`src/rtl/lrpa_pkg.sv`:
```
// shared types, widths and register codes for the line rasterizer
// used by lrpa_addr_gen and line_rasterizer_with_pixel_address
`default_nettype none

package lrpa_pkg;

  localparam int unsigned COORD_BITS = 12;
  localparam int unsigned COLOR_W    = 24;
  localparam int unsigned ADDR_W     = 32;
  localparam int unsigned PITCH_W    = 16;
  localparam int unsigned BPP_W      = 3;
  localparam int unsigned FRAME_W    = 12;

  // line state widths
  localparam int unsigned TWICE_W = COORD_BITS + 1;
  localparam int unsigned ERR_W   = COORD_BITS + 3;
  localparam int unsigned LEFT_W  = COORD_BITS + 1;

  // clip compare width
  localparam int unsigned CMP_W = (COORD_BITS > FRAME_W) ? COORD_BITS : FRAME_W;

  // stream widths, padded to whole bytes
  localparam int unsigned IN_DATA_W  = ((4 * COORD_BITS + 24 + 7) / 8) * 8;
  localparam int unsigned OUT_DATA_W = ((ADDR_W + 2 * COORD_BITS + COLOR_W + 7) / 8) * 8;
  localparam int unsigned OUT_USER_W = 2;

  localparam int unsigned CFG_IDX_W  = 3;
  localparam int unsigned CFG_DATA_W = 32;

  // configuration reset values
  localparam logic [ADDR_W-1:0]  RST_BASE   = '0;
  localparam logic [PITCH_W-1:0] RST_PITCH  = PITCH_W'(7680);
  localparam logic [BPP_W-1:0]   RST_BPP    = BPP_W'(4);
  localparam logic [FRAME_W-1:0] RST_WIDTH  = FRAME_W'(1920);
  localparam logic [FRAME_W-1:0] RST_HEIGHT = FRAME_W'(1080);

  typedef logic signed [COORD_BITS-1:0] coord_t;

  typedef enum logic [CFG_IDX_W-1:0] {
    REG_BASE   = 3'd0,
    REG_PITCH  = 3'd1,
    REG_BPP    = 3'd2,
    REG_WIDTH  = 3'd3,
    REG_HEIGHT = 3'd4
  } cfg_reg_e;

  typedef enum logic {
    MODE_START   = 1'b0,
    MODE_ADVANCE = 1'b1
  } mode_e;

  typedef struct packed {
    logic [ADDR_W-1:0]  base;
    logic [PITCH_W-1:0] pitch;
    logic [BPP_W-1:0]   bpp;
    logic [FRAME_W-1:0] width;
    logic [FRAME_W-1:0] height;
  } frame_cfg_t;

  typedef struct packed {
    logic              write;
    logic [ADDR_W-1:0] addr;
  } pix_addr_t;

endpackage

`default_nettype wire

```
`src/rtl/lrpa_addr_gen.sv`:
```
// frame buffer byte address and clip test for one pixel
// depends on lrpa_pkg
`default_nettype none

module lrpa_addr_gen
  import lrpa_pkg::*;
(
  input  frame_cfg_t cfg_i,
  input  coord_t     x_i,
  input  coord_t     y_i,
  output pix_addr_t  pix_o
);

  localparam int unsigned PY_W = COORD_BITS + PITCH_W + 1;
  localparam int unsigned PX_W = COORD_BITS + BPP_W + 1;

  logic signed [PY_W-1:0] prod_y;
  logic signed [PX_W-1:0] prod_x;
  logic [CMP_W-1:0]       x_u;
  logic [CMP_W-1:0]       y_u;

  // signed coordinate times unsigned scale, wrapped to the address width
  assign prod_y = y_i * $signed({1'b0, cfg_i.pitch});
  assign prod_x = x_i * $signed({1'b0, cfg_i.bpp});

  assign pix_o.addr = cfg_i.base + ADDR_W'(prod_y) + ADDR_W'(prod_x);

  assign x_u = CMP_W'($unsigned(x_i));
  assign y_u = CMP_W'($unsigned(y_i));

  assign pix_o.write = !x_i[COORD_BITS-1] && !y_i[COORD_BITS-1]
                     && (x_u < CMP_W'(cfg_i.width))
                     && (y_u < CMP_W'(cfg_i.height));

endmodule

`default_nettype wire

```
`src/rtl/line_rasterizer_with_pixel_address.sv`:
```
// line rasterizer top level: request stream in, pixel stream out, config port
// depends on lrpa_pkg and lrpa_addr_gen
//
// usage
//   s_axis carries requests: tuser[0] is the mode (0 start a line, 1 advance
//   to the next pixel), tdata the endpoints and the color
//   m_axis carries one pixel per request: tuser holds the line-active and
//   write-enable flags, tdata the byte address, coordinates and color word,
//   tlast marks the final pixel of a line
//   the cfg port writes the frame registers by index; it is always ready and
//   must only be used while no request is in flight
// timing
//   a request goes from the input register to the result register, from which
//   its pixel leaves; one request per cycle is sustained while m_axis_tready is
//   high, with the single Bresenham step and the 12x17 row multiply in between
// reset
//   rst_ni clears both pipeline stages and the line state (no line active);
//   the frame registers return to base 0, pitch 7680, 4 bytes per pixel,
//   1920 x 1080
// backpressure
//   while m_axis_tready is low the result register holds and the input
//   register still takes one more request; s_axis_tready drops only when
//   both are full
`default_nettype none

module line_rasterizer_with_pixel_address
  import lrpa_pkg::*;
(
  input  logic                  clk_i,
  input  logic                  rst_ni,

  input  logic                  s_axis_tvalid,
  output logic                  s_axis_tready,
  // start_x, start_y, end_x, end_y, color_red, color_green, color_blue
  input  logic [IN_DATA_W-1:0]  s_axis_tdata,
  // mode
  input  logic                  s_axis_tuser,

  output logic                  m_axis_tvalid,
  input  logic                  m_axis_tready,
  // pixel_address, pixel_x, pixel_y, pixel_value
  output logic [OUT_DATA_W-1:0] m_axis_tdata,
  // line_active, pixel_write
  output logic [OUT_USER_W-1:0] m_axis_tuser,
  // last_pixel
  output logic                  m_axis_tlast,

  input  logic                  cfg_valid_i,
  output logic                  cfg_ready_o,
  input  logic [CFG_IDX_W-1:0]  cfg_index_i,
  input  logic [CFG_DATA_W-1:0] cfg_data_i
);

  localparam int unsigned C = COORD_BITS;

  // ---------------------------------------------------------------------------
  // frame registers
  // ---------------------------------------------------------------------------
  frame_cfg_t cfg_q;

  assign cfg_ready_o = 1'b1;

  always_ff @(posedge clk_i or negedge rst_ni) begin
    if (!rst_ni) begin
      cfg_q.base   <= RST_BASE;
      cfg_q.pitch  <= RST_PITCH;
      cfg_q.bpp    <= RST_BPP;
      cfg_q.width  <= RST_WIDTH;
      cfg_q.height <= RST_HEIGHT;
    end else if (cfg_valid_i) begin
      case (cfg_reg_e'(cfg_index_i))
        REG_BASE:   cfg_q.base   <= cfg_data_i[ADDR_W-1:0];
        REG_PITCH:  cfg_q.pitch  <= cfg_data_i[PITCH_W-1:0];
        REG_BPP:    cfg_q.bpp    <= cfg_data_i[BPP_W-1:0];
        REG_WIDTH:  cfg_q.width  <= cfg_data_i[FRAME_W-1:0];
        REG_HEIGHT: cfg_q.height <= cfg_data_i[FRAME_W-1:0];
        default: ; // unknown index, write dropped
      endcase
    end
  end

  // ---------------------------------------------------------------------------
  // pipeline handshake
  // ---------------------------------------------------------------------------
  logic                 in_valid_q;
  logic [IN_DATA_W-1:0] in_data_q;
  mode_e                in_mode_q;
  logic                 out_valid_q;
  logic                 out_free;
  logic                 advance;
  logic                 in_take;

  assign out_free      = !out_valid_q || m_axis_tready;
  assign advance       = in_valid_q && out_free;
  assign s_axis_tready = !in_valid_q || out_free;
  assign in_take       = s_axis_tvalid && s_axis_tready;
  assign m_axis_tvalid = out_valid_q;

  always_ff @(posedge clk_i or negedge rst_ni) begin
    if (!rst_ni) begin
      in_valid_q  <= 1'b0;
      out_valid_q <= 1'b0;
    end else begin
      if (in_take) begin
        in_valid_q <= 1'b1;
      end else if (advance) begin
        in_valid_q <= 1'b0;
      end
      if (advance) begin
        out_valid_q <= 1'b1;
      end else if (m_axis_tready) begin
        out_valid_q <= 1'b0;
      end
    end
  end

  // request payload, no reset needed
  always_ff @(posedge clk_i) begin
    if (in_take) begin
      in_data_q <= s_axis_tdata;
      in_mode_q <= mode_e'(s_axis_tuser);
    end
  end

  // ---------------------------------------------------------------------------
  // line setup from a start request
  // ---------------------------------------------------------------------------
  coord_t              x0, y0, x1, y1;
  logic [COLOR_W-1:0]  color_in;
  logic signed [C:0]   dx_full, dy_full;
  logic [C:0]          adx_ext, ady_ext;
  logic [C-1:0]        adx, ady, major, minor;
  logic                x_major_new;

  function automatic coord_t s_axis_tdata_unused_guard(input logic [IN_DATA_W-1:0] d,
                                                      input int unsigned k);
    return coord_t'(d[k*C +: C]);
  endfunction

  assign x0 = s_axis_tdata_unused_guard(in_data_q, 0);
  assign y0 = s_axis_tdata_unused_guard(in_data_q, 1);
  assign x1 = s_axis_tdata_unused_guard(in_data_q, 2);
  assign y1 = s_axis_tdata_unused_guard(in_data_q, 3);

  // packed as red << 16 | green << 8 | blue
  assign color_in = {in_data_q[4*C +: 8], in_data_q[4*C+8 +: 8], in_data_q[4*C+16 +: 8]};

  assign dx_full = {x1[C-1], x1} - {x0[C-1], x0};
  assign dy_full = {y1[C-1], y1} - {y0[C-1], y0};
  assign adx_ext = dx_full[C] ? (C+1)'(-dx_full) : $unsigned(dx_full);
  assign ady_ext = dy_full[C] ? (C+1)'(-dy_full) : $unsigned(dy_full);
  assign adx     = adx_ext[C-1:0];
  assign ady     = ady_ext[C-1:0];

  // tie goes to y as the major axis
  assign x_major_new = adx > ady;
  assign major       = x_major_new ? adx : ady;
  assign minor       = x_major_new ? ady : adx;

  // ---------------------------------------------------------------------------
  // line state
  // ---------------------------------------------------------------------------
  logic               busy_q, busy_d;
  coord_t             cur_x_q, cur_x_d;
  coord_t             cur_y_q, cur_y_d;
  logic               sx_neg_q, sx_neg_d;
  logic               sy_neg_q, sy_neg_d;
  logic               x_major_q, x_major_d;
  logic [ERR_W-1:0]   err_q, err_d;
  logic [TWICE_W-1:0] tmaj_q, tmaj_d;
  logic [TWICE_W-1:0] tmin_q, tmin_d;
  logic [LEFT_W-1:0]  left_q, left_d;
  logic [COLOR_W-1:0] color_q, color_d;

  // state the pixel is drawn from: freshly set up or carried over
  logic               is_start;
  logic               emit;
  coord_t             ex, ey;
  logic               e_sxn, e_syn, e_xmaj;
  logic [ERR_W-1:0]   e_err, err_sub, err_fix;
  logic [TWICE_W-1:0] e_tmaj, e_tmin;
  logic [LEFT_W-1:0]  e_left, left_dec;
  logic [COLOR_W-1:0] e_color;
  logic               last;
  logic               minor_step;
  coord_t             x_step, y_step;

  assign is_start = (in_mode_q == MODE_START);
  assign emit     = is_start || busy_q;

  always_comb begin
    if (is_start) begin
      ex      = x0;
      ey      = y0;
      e_sxn   = dx_full[C];
      e_syn   = dy_full[C];
      e_xmaj  = x_major_new;
      e_err   = ERR_W'(major);
      e_tmaj  = {major, 1'b0};
      e_tmin  = {minor, 1'b0};
      e_left  = LEFT_W'(major) + LEFT_W'(1);
      e_color = color_in;
    end else begin
      ex      = cur_x_q;
      ey      = cur_y_q;
      e_sxn   = sx_neg_q;
      e_syn   = sy_neg_q;
      e_xmaj  = x_major_q;
      e_err   = err_q;
      e_tmaj  = tmaj_q;
      e_tmin  = tmin_q;
      e_left  = left_q;
      e_color = color_q;
    end
  end

  // one Bresenham step
  assign left_dec   = (e_left != '0) ? e_left - LEFT_W'(1) : e_left;
  assign last       = (left_dec == '0);
  assign err_sub    = e_err - ERR_W'(e_tmin);
  assign minor_step = err_sub[ERR_W-1];
  assign err_fix    = minor_step ? err_sub + ERR_W'(e_tmaj) : err_sub;
  assign x_step     = e_sxn ? ex - coord_t'(1) : ex + coord_t'(1);
  assign y_step     = e_syn ? ey - coord_t'(1) : ey + coord_t'(1);

  always_comb begin
    busy_d    = busy_q;
    cur_x_d   = cur_x_q;
    cur_y_d   = cur_y_q;
    sx_neg_d  = sx_neg_q;
    sy_neg_d  = sy_neg_q;
    x_major_d = x_major_q;
    err_d     = err_q;
    tmaj_d    = tmaj_q;
    tmin_d    = tmin_q;
    left_d    = left_q;
    color_d   = color_q;
    if (advance && emit) begin
      busy_d    = !last;
      sx_neg_d  = e_sxn;
      sy_neg_d  = e_syn;
      x_major_d = e_xmaj;
      tmaj_d    = e_tmaj;
      tmin_d    = e_tmin;
      left_d    = left_dec;
      color_d   = e_color;
      if (last) begin
        // final pixel: position and error stay where they are
        cur_x_d = ex;
        cur_y_d = ey;
        err_d   = e_err;
      end else begin
        err_d   = err_fix;
        cur_x_d = (e_xmaj || minor_step) ? x_step : ex;
        cur_y_d = (!e_xmaj || minor_step) ? y_step : ey;
      end
    end
  end

  always_ff @(posedge clk_i or negedge rst_ni) begin
    if (!rst_ni) begin
      busy_q    <= 1'b0;
      cur_x_q   <= '0;
      cur_y_q   <= '0;
      sx_neg_q  <= 1'b0;
      sy_neg_q  <= 1'b0;
      x_major_q <= 1'b0;
      err_q     <= '0;
      tmaj_q    <= '0;
      tmin_q    <= '0;
      left_q    <= '0;
      color_q   <= '0;
    end else begin
      busy_q    <= busy_d;
      cur_x_q   <= cur_x_d;
      cur_y_q   <= cur_y_d;
      sx_neg_q  <= sx_neg_d;
      sy_neg_q  <= sy_neg_d;
      x_major_q <= x_major_d;
      err_q     <= err_d;
      tmaj_q    <= tmaj_d;
      tmin_q    <= tmin_d;
      left_q    <= left_d;
      color_q   <= color_d;
    end
  end

  // ---------------------------------------------------------------------------
  // address, clip and result register
  // ---------------------------------------------------------------------------
  pix_addr_t pix;

  lrpa_addr_gen u_addr_gen (
    .cfg_i (cfg_q),
    .x_i   (ex),
    .y_i   (ey),
    .pix_o (pix)
  );

  logic [OUT_DATA_W-1:0] res_data_q, res_data_d;
  logic [OUT_USER_W-1:0] res_user_q, res_user_d;
  logic                  res_last_q, res_last_d;

  always_comb begin
    res_data_d = '0;
    res_user_d = '0;
    res_last_d = 1'b0;
    // an advance with no line gives an all-zero result
    if (emit) begin
      res_data_d = OUT_DATA_W'({e_color, ey, ex, pix.addr});
      res_user_d = {pix.write, 1'b1};
      res_last_d = last;
    end
  end

  always_ff @(posedge clk_i) begin
    if (advance) begin
      res_data_q <= res_data_d;
      res_user_q <= res_user_d;
      res_last_q <= res_last_d;
    end
  end

  assign m_axis_tdata = res_data_q;
  assign m_axis_tuser = res_user_q;
  assign m_axis_tlast = res_last_q;

`ifndef NO_ASSERTIONS
  // a line is in progress exactly while pixels remain
  a_busy_left: assert property (@(posedge clk_i) disable iff (!rst_ni)
    busy_q == (left_q != '0))
    else $error("line busy flag disagrees with pixel count");

  // a start request always yields an active pixel
  a_start_active: assert property (@(posedge clk_i) disable iff (!rst_ni)
    advance && (in_mode_q == MODE_START) |=> m_axis_tuser[0])
    else $error("start request gave no active pixel");

  // an idle result carries nothing
  a_idle_zero: assert property (@(posedge clk_i) disable iff (!rst_ni)
    m_axis_tvalid && !m_axis_tuser[0] |->
      (m_axis_tdata == '0) && !m_axis_tuser[1] && !m_axis_tlast)
    else $error("idle result carries data");

  // last pixel leaves the block idle
  a_last_idle: assert property (@(posedge clk_i) disable iff (!rst_ni)
    advance && emit && last |=> !busy_q)
    else $error("line still busy after last pixel");
`endif

endmodule

`default_nettype wire
```
`config.mk`:
```
export PLATFORM = sky130hd
export DESIGN_NAME = line_rasterizer_with_pixel_address
export DESIGN_NICKNAME = d
export VERILOG_FILES = /design/src/rtl/lrpa_pkg.sv /design/src/rtl/lrpa_addr_gen.sv /design/src/rtl/line_rasterizer_with_pixel_address.sv
export SDC_FILE = /design/constraint.sdc
export NUM_CORES = 1
export LEC_CHECK = 0
export ABC_AREA = 1
export ABC_CLOCK_PERIOD_IN_PS = 11920
export BUFFER_PORTS_ARGS = -buffer_cell sky130_fd_sc_hd__buf_2
export CORE_ASPECT_RATIO = 0.7
export CORE_MARGIN = 2
export CORE_UTILIZATION = 63
export DETAILED_ROUTE_END_ITERATION = 7
export HOLD_SLACK_MARGIN = 0.06
export PLACE_DENSITY = 0.81
export SLEW_MARGIN = 15
export SYNTH_ARGS = -nofsm -noshare
export SYNTH_HDL_FRONTEND = slang
export SYNTH_SLANG_ARGS = --single-unit
```
`constraint.sdc`:
```
create_clock -name clk_i -period 11.92 [get_ports clk_i]
set_clock_uncertainty 0.2 [all_clocks]
set_input_delay 2.384 -clock clk_i [delete_from_list [all_inputs] [get_ports clk_i]]
set_output_delay 2.384 -clock clk_i [all_outputs]
set_load 0.01 [all_outputs]
```
---- After elaboration in Yosys (flattened, before gate mapping) ----
Index checks and enable logic that the tools add are counted.
storage, ports and cells
  output and inout port bits .............. 86
  bits in registers ....................... 339
  logic and storage cells ................. 103
cells by class
  multiply operators ...................... 2
  equality and inequality tests ........... 4
  reduce and logical (&&, ||, !) cells .... 27
  add/subtract/negate cells ............... 14
  bitwise gates (word level) .............. 1
  order comparisons ....................... 3
  mux-type cells .......................... 28
operators by type and width
  operator                                            count
  two-way mux 12 bit                                  12
  adder 32 bit                                        2
  two-way mux 13 bit                                  4
  two-way mux 15 bit                                  3
  multiplier 12 x 17 -> 29 bit                        1
  subtractor 12 x 12 -> 13 bit                        2
  adder 12 x 2 -> 12 bit, second input constant       2
  < comparator 12 bit                                 2
  two-way mux 24 bit                                  1
  negation 12 bit                                     2
  subtractor 12 x 2 -> 12 bit, second input constant  2
  multiplier 12 x 4 -> 16 bit                         1
  adder 15 x 13 -> 15 bit                             1
  subtractor 15 x 13 -> 15 bit                        1
  adder 12 x 1 -> 13 bit, second input constant       1
  zero test 13 bit                                    1
  nonzero test 13 bit                                 1
  subtractor 13 x 1 -> 13 bit, second input constant  1
  greater-than comparator 12 bit                      1
  AND reduction 2 bit                                 5
  two-way mux 1 bit                                   8
  == test 3 x 2 -> 1 bit, second input constant       2
  logical AND 1 bit                                   6
  zero test 1 bit                                     6
  other kinds (6)                                     11

---- Longest topological paths before layout ----
  word-level depth ........................ 11
  gate-level depth with buffers ........... 57

---- Cells and area by module ----
A second synthesis with hierarchy kept.
second synthesis, totals
  cells, all modules ...................... 3,884
  area total of the unflattened synthesis .. 30,589.3 um^2
modules (own cells, without submodules)
  module                              area each (um^2)  instances  cells each
  line_rasterizer_with_pixel_address  19,453.7          1          2,318
  lrpa_addr_gen                       11,135.7          1          1,566

---- Least setup slack after synthesis ----
No wires, ideal clock.
  path type ............................... reg2reg
  start ................................... register in_mode_q
  end ..................................... register res_data_q[31], in the netlist m_axis_tdata[31], data pin
  data required time ...................... 11.467 ns
  setup time .............................. 0.253 ns
  stages on the path, launching flop included .. 46
  data arrival time ....................... 9.182 ns
  slack ................................... 2.285 ns
  clock period less this slack ............ 9.635 ns
  cell sequence ........................... edfxtp_1 -> inv_1 -> clkbuf_1 -> clkbuf_1 -> clkbuf_1 -> clkbuf_1 -> o21ai_0 -> inv_1 -> clkbuf_1 -> nand2_1 -> fa_1 -> inv_1 -> ha_1 -> inv_1 -> fa_1 -> fa_1 -> fa_1 -> inv_1 -> (+10 left out) -> nand2_1 -> a21o_1 -> a21oi_1 -> o21ai_0 -> a31oi_1 -> o31ai_1 -> nand3_1 -> o21ai_0 -> xor2_1 -> inv_1 -> fa_1 -> ha_1 -> a21oi_1 -> o21ai_0 -> a221oi_1 -> nand2_1 -> nand2_1 -> nor2_1
between the ends
  longest elaborated chain between the ends .. 4
ends and longest elaborated chain
  what                          RTL line                                   text
  start, declared               line_rasterizer_with_pixel_address.sv:87   mode_e in_mode_q;
  start signal, assigned        line_rasterizer_with_pixel_address.sv:121  in_mode_q <= mode_e'(s_axis_tuser);
  two-way mux 12 bit            line_rasterizer_with_pixel_address.sv:192  if (is_start) begin
  named net ey[1]               line_rasterizer_with_pixel_address.sv:178  coord_t ex, ey;
  multiplier 12 x 17 -> 29 bit  lrpa_addr_gen.sv:23                        assign prod_y = y_i * $signed({1'b0, cfg_i.pitch});
  adder 32 bit (2 in series)    lrpa_addr_gen.sv:26                        assign pix_o.addr = cfg_i.base + ADDR_W'(prod_y) + ADDR_W'(prod_x);
  end signal, assigned          line_rasterizer_with_pixel_address.sv:318  res_data_q <= res_data_d;
  end, declared                 line_rasterizer_with_pixel_address.sv:300  logic [OUT_DATA_W-1:0] res_data_q, res_data_d;
The timed path passes the listed nets, and every way through them passes these cells.
A chain may end at the register's enable or synchronous reset.

---- Worst setup path in the final report ----
  start ................................... register in_mode_q
  end ..................................... register res_data_q[31], in the netlist m_axis_tdata[31], data pin
between the ends
  longest elaborated chain between the ends .. 4
ends and longest elaborated chain
  what                          RTL line
  two-way mux 12 bit            line_rasterizer_with_pixel_address.sv:192
  multiplier 12 x 17 -> 29 bit  lrpa_addr_gen.sv:23
  adder 32 bit (2 in series)    lrpa_addr_gen.sv:26
Several ways; a longest one is shown, not always the timed one.

==> impl_metrics.yaml <==
run_status:
  result_of_the_run: "complete, no violations"
yosys:
  post_synth_instance_area_um2: 29100
  yosys_register_bits: 339
  post_synthesis_async_set_or_reset_flop_share_pct: 54.0
  synth_seq_area_share_pct: 31.9
  post_synth_inst_count: 3548
  yosysWarnings: 0
  synth_cell_types: 59
  synth-edff-count: 156
  postSynthAreaPerCell_um2: 8.20
  synth_top_flop_cell: "sky130_fd_sc_hd__dfrtp_1"
  mappedNetlistNets: 4103
critical_path:
  critical_path.max_stage_delay_ps: 680
  worst-endpoint-required_ps: 12040
  worst_ep_arrival_time_ps: 10430
  path_common_cell: "sky130_fd_sc_hd__nand2_1"
  setup.worst_path.end_class: "flip-flop"
  critPathMaxFanout: 28
  critPathKind: "flip-flop to flip-flop"
  crit_slowest_cell: "sky130_fd_sc_hd__clkinv_1"
  worst_setup_path_start_kind: "flip-flop"
cells_and_area:
  num_antenna_cells: 0
  flow.area_growth_from_synthesis_pct: 9.00
  nNetsFinal: 4251
  layout-drive-gt1-share_pct: 11.0
  stdcell_area_um2: 31700
place:
  area_after_dpl_um2: 30500
  globalplace.congestion: 0.964
  detailed_place_hpwl_um: 55500
  dp_slack_ps: 1680
  placement.io_buffers: 197
global_route:
  overall_global_routing_resource_usage_pct: 31.2
  grt_max_degree: 91
  grt_pass1_wl_um: 118000
  grt_remaining_overflow: 0
  antenna_found_initial: 2
  grt_pass1_vias: 22810
timing:
  fin_max_slew_vios: 0
  worst_slack_ps: 1620
  final_worst_path_period_need_ps: 10300
  setup_viol: 0
  max_slew_margin_pct: 25.3
  hold_viol_final: 0
  worst-slew-pin-transition_ps: 1120
  grt_setup_unrepaired: "no"
  totalNegativeSetupSlack_ps: 0
  post-route-period-util_pct: 86.4
  fmaxAchievable_mhz: 97.0
floorplanning:
  core_region_um2: 45300
  boundaryPins: 199
  die_footprint_um2: 47900
  placement_rows: 65
  floorplan.initialDensity_pct: 64.2
  die_width_um: 261
  die_height_um: 184
run:
  maxCapViolations: 0
clocking:
  ctsHoldBuffers: 0
  clock_insertion_delay_worst_skew_ps: 560
  clock_sink_count: 339
  cts_tree: "done"
  cts.clk_slew.worst_paths_ps: 60
  clk_path_buf_depth: 3
  cts-root-buf: "sky130_fd_sc_hd__clkbuf_16"
  htree_num_levels: 2
  cts-buffers-inserted: 37
  cts.repair.resized: 0
  postCtsSetupRepairBufs: 0
drt:
  detailedRoute.firstIterationViolations: 2558
  route.antenna.remaining_nets: 0
  avgViaCountPerCell: 5.55
  avgRoutedWirePerCell_um: 17.0
  route.vias.total: 24009
  totalWireLength_um: 73600
  drc: 0
  drtPass1Iterations: 5
hold_path:
  worst_hold_path_type: "flip-flop to flip-flop"
[area by class of cell]
| cell class | instances | area, um2 |
|---|---|---|
| Inverter | 615 | 2320 |
| Tap cell | 603 | 754 |
| Timing Repair Buffer | 221 | 1170 |
| Clock inverter | 17 | 191 |
| Fill cell | 3633 | 13600 |
| Multi-Input combinational cell | 2482 | 17000 |
| Clock buffer | 51 | 998 |
| Sequential cell | 339 | 9280 |
[synth_stat cells (30+ instances only)]
library cell	number	area, um2
sky130_fd_sc_hd__a21oi_1	147	736
sky130_fd_sc_hd__clkbuf_1	70	263
sky130_fd_sc_hd__dfrtp_1	170	4250
sky130_fd_sc_hd__edfxtp_1	156	4680
sky130_fd_sc_hd__fa_1	191	3820
sky130_fd_sc_hd__ha_1	251	3140
sky130_fd_sc_hd__inv_1	603	2260
sky130_fd_sc_hd__nand2_1	851	3190
sky130_fd_sc_hd__nand3_1	149	746
sky130_fd_sc_hd__nand4_1	31	194
sky130_fd_sc_hd__nor2_1	263	987
sky130_fd_sc_hd__o21ai_0	263	1320
sky130_fd_sc_hd__xnor2_1	30	263
sky130_fd_sc_hd__xor2_1	80	701
[metrics by stage]
| stage | instances | hold slack, ps | utilization (%) |
|---|---|---|---|
| after floorplan | 3548 | 241 | - |
| after global placement | 4260 | 256 | 67.3 |
| after detailed placement | 4260 | 259 | 67.3 |
| after CTS | 4328 | 276 | 70.0 |
| after global routing | 4328 | 298 | 70.0 |
| final | 4328 | 274 | 70.0 |
[registers in the layout, indices dropped and copies added, names as in the netlist, 12 cells and up]
register,cells
tmaj_q,13
cur_x_q,12
err_q,15
cfg_q,75
in_data_q,72
color_q,24
left_q,13
m_axis_tdata,80
cur_y_q,12
tmin_q,13
[worst max-delay path: cells and delay by family, from the launching register on]
| kind | cells | cell delay, ps |
|---|---|---|
| buf+inv | 6 | 1240 |
| fa+ha+maj | 8 | 3270 |
| compound gates | 14 | 3380 |
| flops | 1 | 390 |
| simple gates | 11 | 1290 |
| xor+xnor | 1 | 250 |
[layer usage]
| layer | global-route usage [%] | wire, um | part of all wire (%) |
|---|---|---|---|
| met5 | 0 | 14 | 0.019 |
| met2 | 46.7 | 31800 | 43 |
| met4 | 6.49 | 1420 | 1.9 |
| met1 | 46.5 | 32800 | 45 |
| met3 | 7.31 | 7540 | 10 |
[kinds of logic (layout without fill, tap and decap cells)]
kind of cell,after synthesis,in the layout,share of synthesized area [%]
buf+inv,727,904,9.75
xor+xnor,110,110,3.31
mux,39,39,1.41
flops,339,339,31.9
compound gates,480,480,8.82
simple gates,1410,1410,20.8
fa+ha+maj,442,442,24.0
other cells,1,1,0.0129
[final timing paths]
check	cells after the start	end	slack [ps]	from
max in group asynchronous	2	cur_y_q[7]	8450	rst_ni
worst min-delay path	2	cur_y_q[10]	270	cur_y_q[10]
worst max register to register	40	m_axis_tdata[31]	1620	in_mode_q
worst max-delay path	40	m_axis_tdata[31]	1620	in_mode_q
worst min register to register	2	cur_y_q[10]	270	cur_y_q[10]
min in group asynchronous	1	cfg_q[44]	1660	rst_ni
[cell usage in the layout, fill, tap and decap left out, types with 12 or more instances in the layout]
cell type,synthesis,final
sky130_fd_sc_hd__nand2_1,851,851
sky130_fd_sc_hd__inv_1,603,600
sky130_fd_sc_hd__o21ai_0,263,263
sky130_fd_sc_hd__nor2_1,263,261
sky130_fd_sc_hd__ha_1,251,251
sky130_fd_sc_hd__buf_2,12,196
sky130_fd_sc_hd__fa_1,191,191
sky130_fd_sc_hd__dfrtp_1,170,170
sky130_fd_sc_hd__edfxtp_1,156,156
sky130_fd_sc_hd__nand3_1,149,149
sky130_fd_sc_hd__a21oi_1,147,147
sky130_fd_sc_hd__xor2_1,80,80
sky130_fd_sc_hd__clkbuf_16,0,37
sky130_fd_sc_hd__nand4_1,31,31
sky130_fd_sc_hd__xnor2_1,30,30
sky130_fd_sc_hd__or2_2,24,24
sky130_fd_sc_hd__mux2i_1,24,24
sky130_fd_sc_hd__buf_4,5,24
sky130_fd_sc_hd__nand2_2,20,20
sky130_fd_sc_hd__o21bai_1,18,18
sky130_fd_sc_hd__nor3_1,15,15
sky130_fd_sc_hd__mux2_2,15,15
sky130_fd_sc_hd__nor2_4,11,13
sky130_fd_sc_hd__dfstp_2,13,13
sky130_fd_sc_hd__nand3_2,12,12
sky130_fd_sc_hd__clkbuf_1,70,12
Power is left out: the tool's default activity adds up to more than one toggle a clock period on the data nets, which glitch-free logic cannot reach.
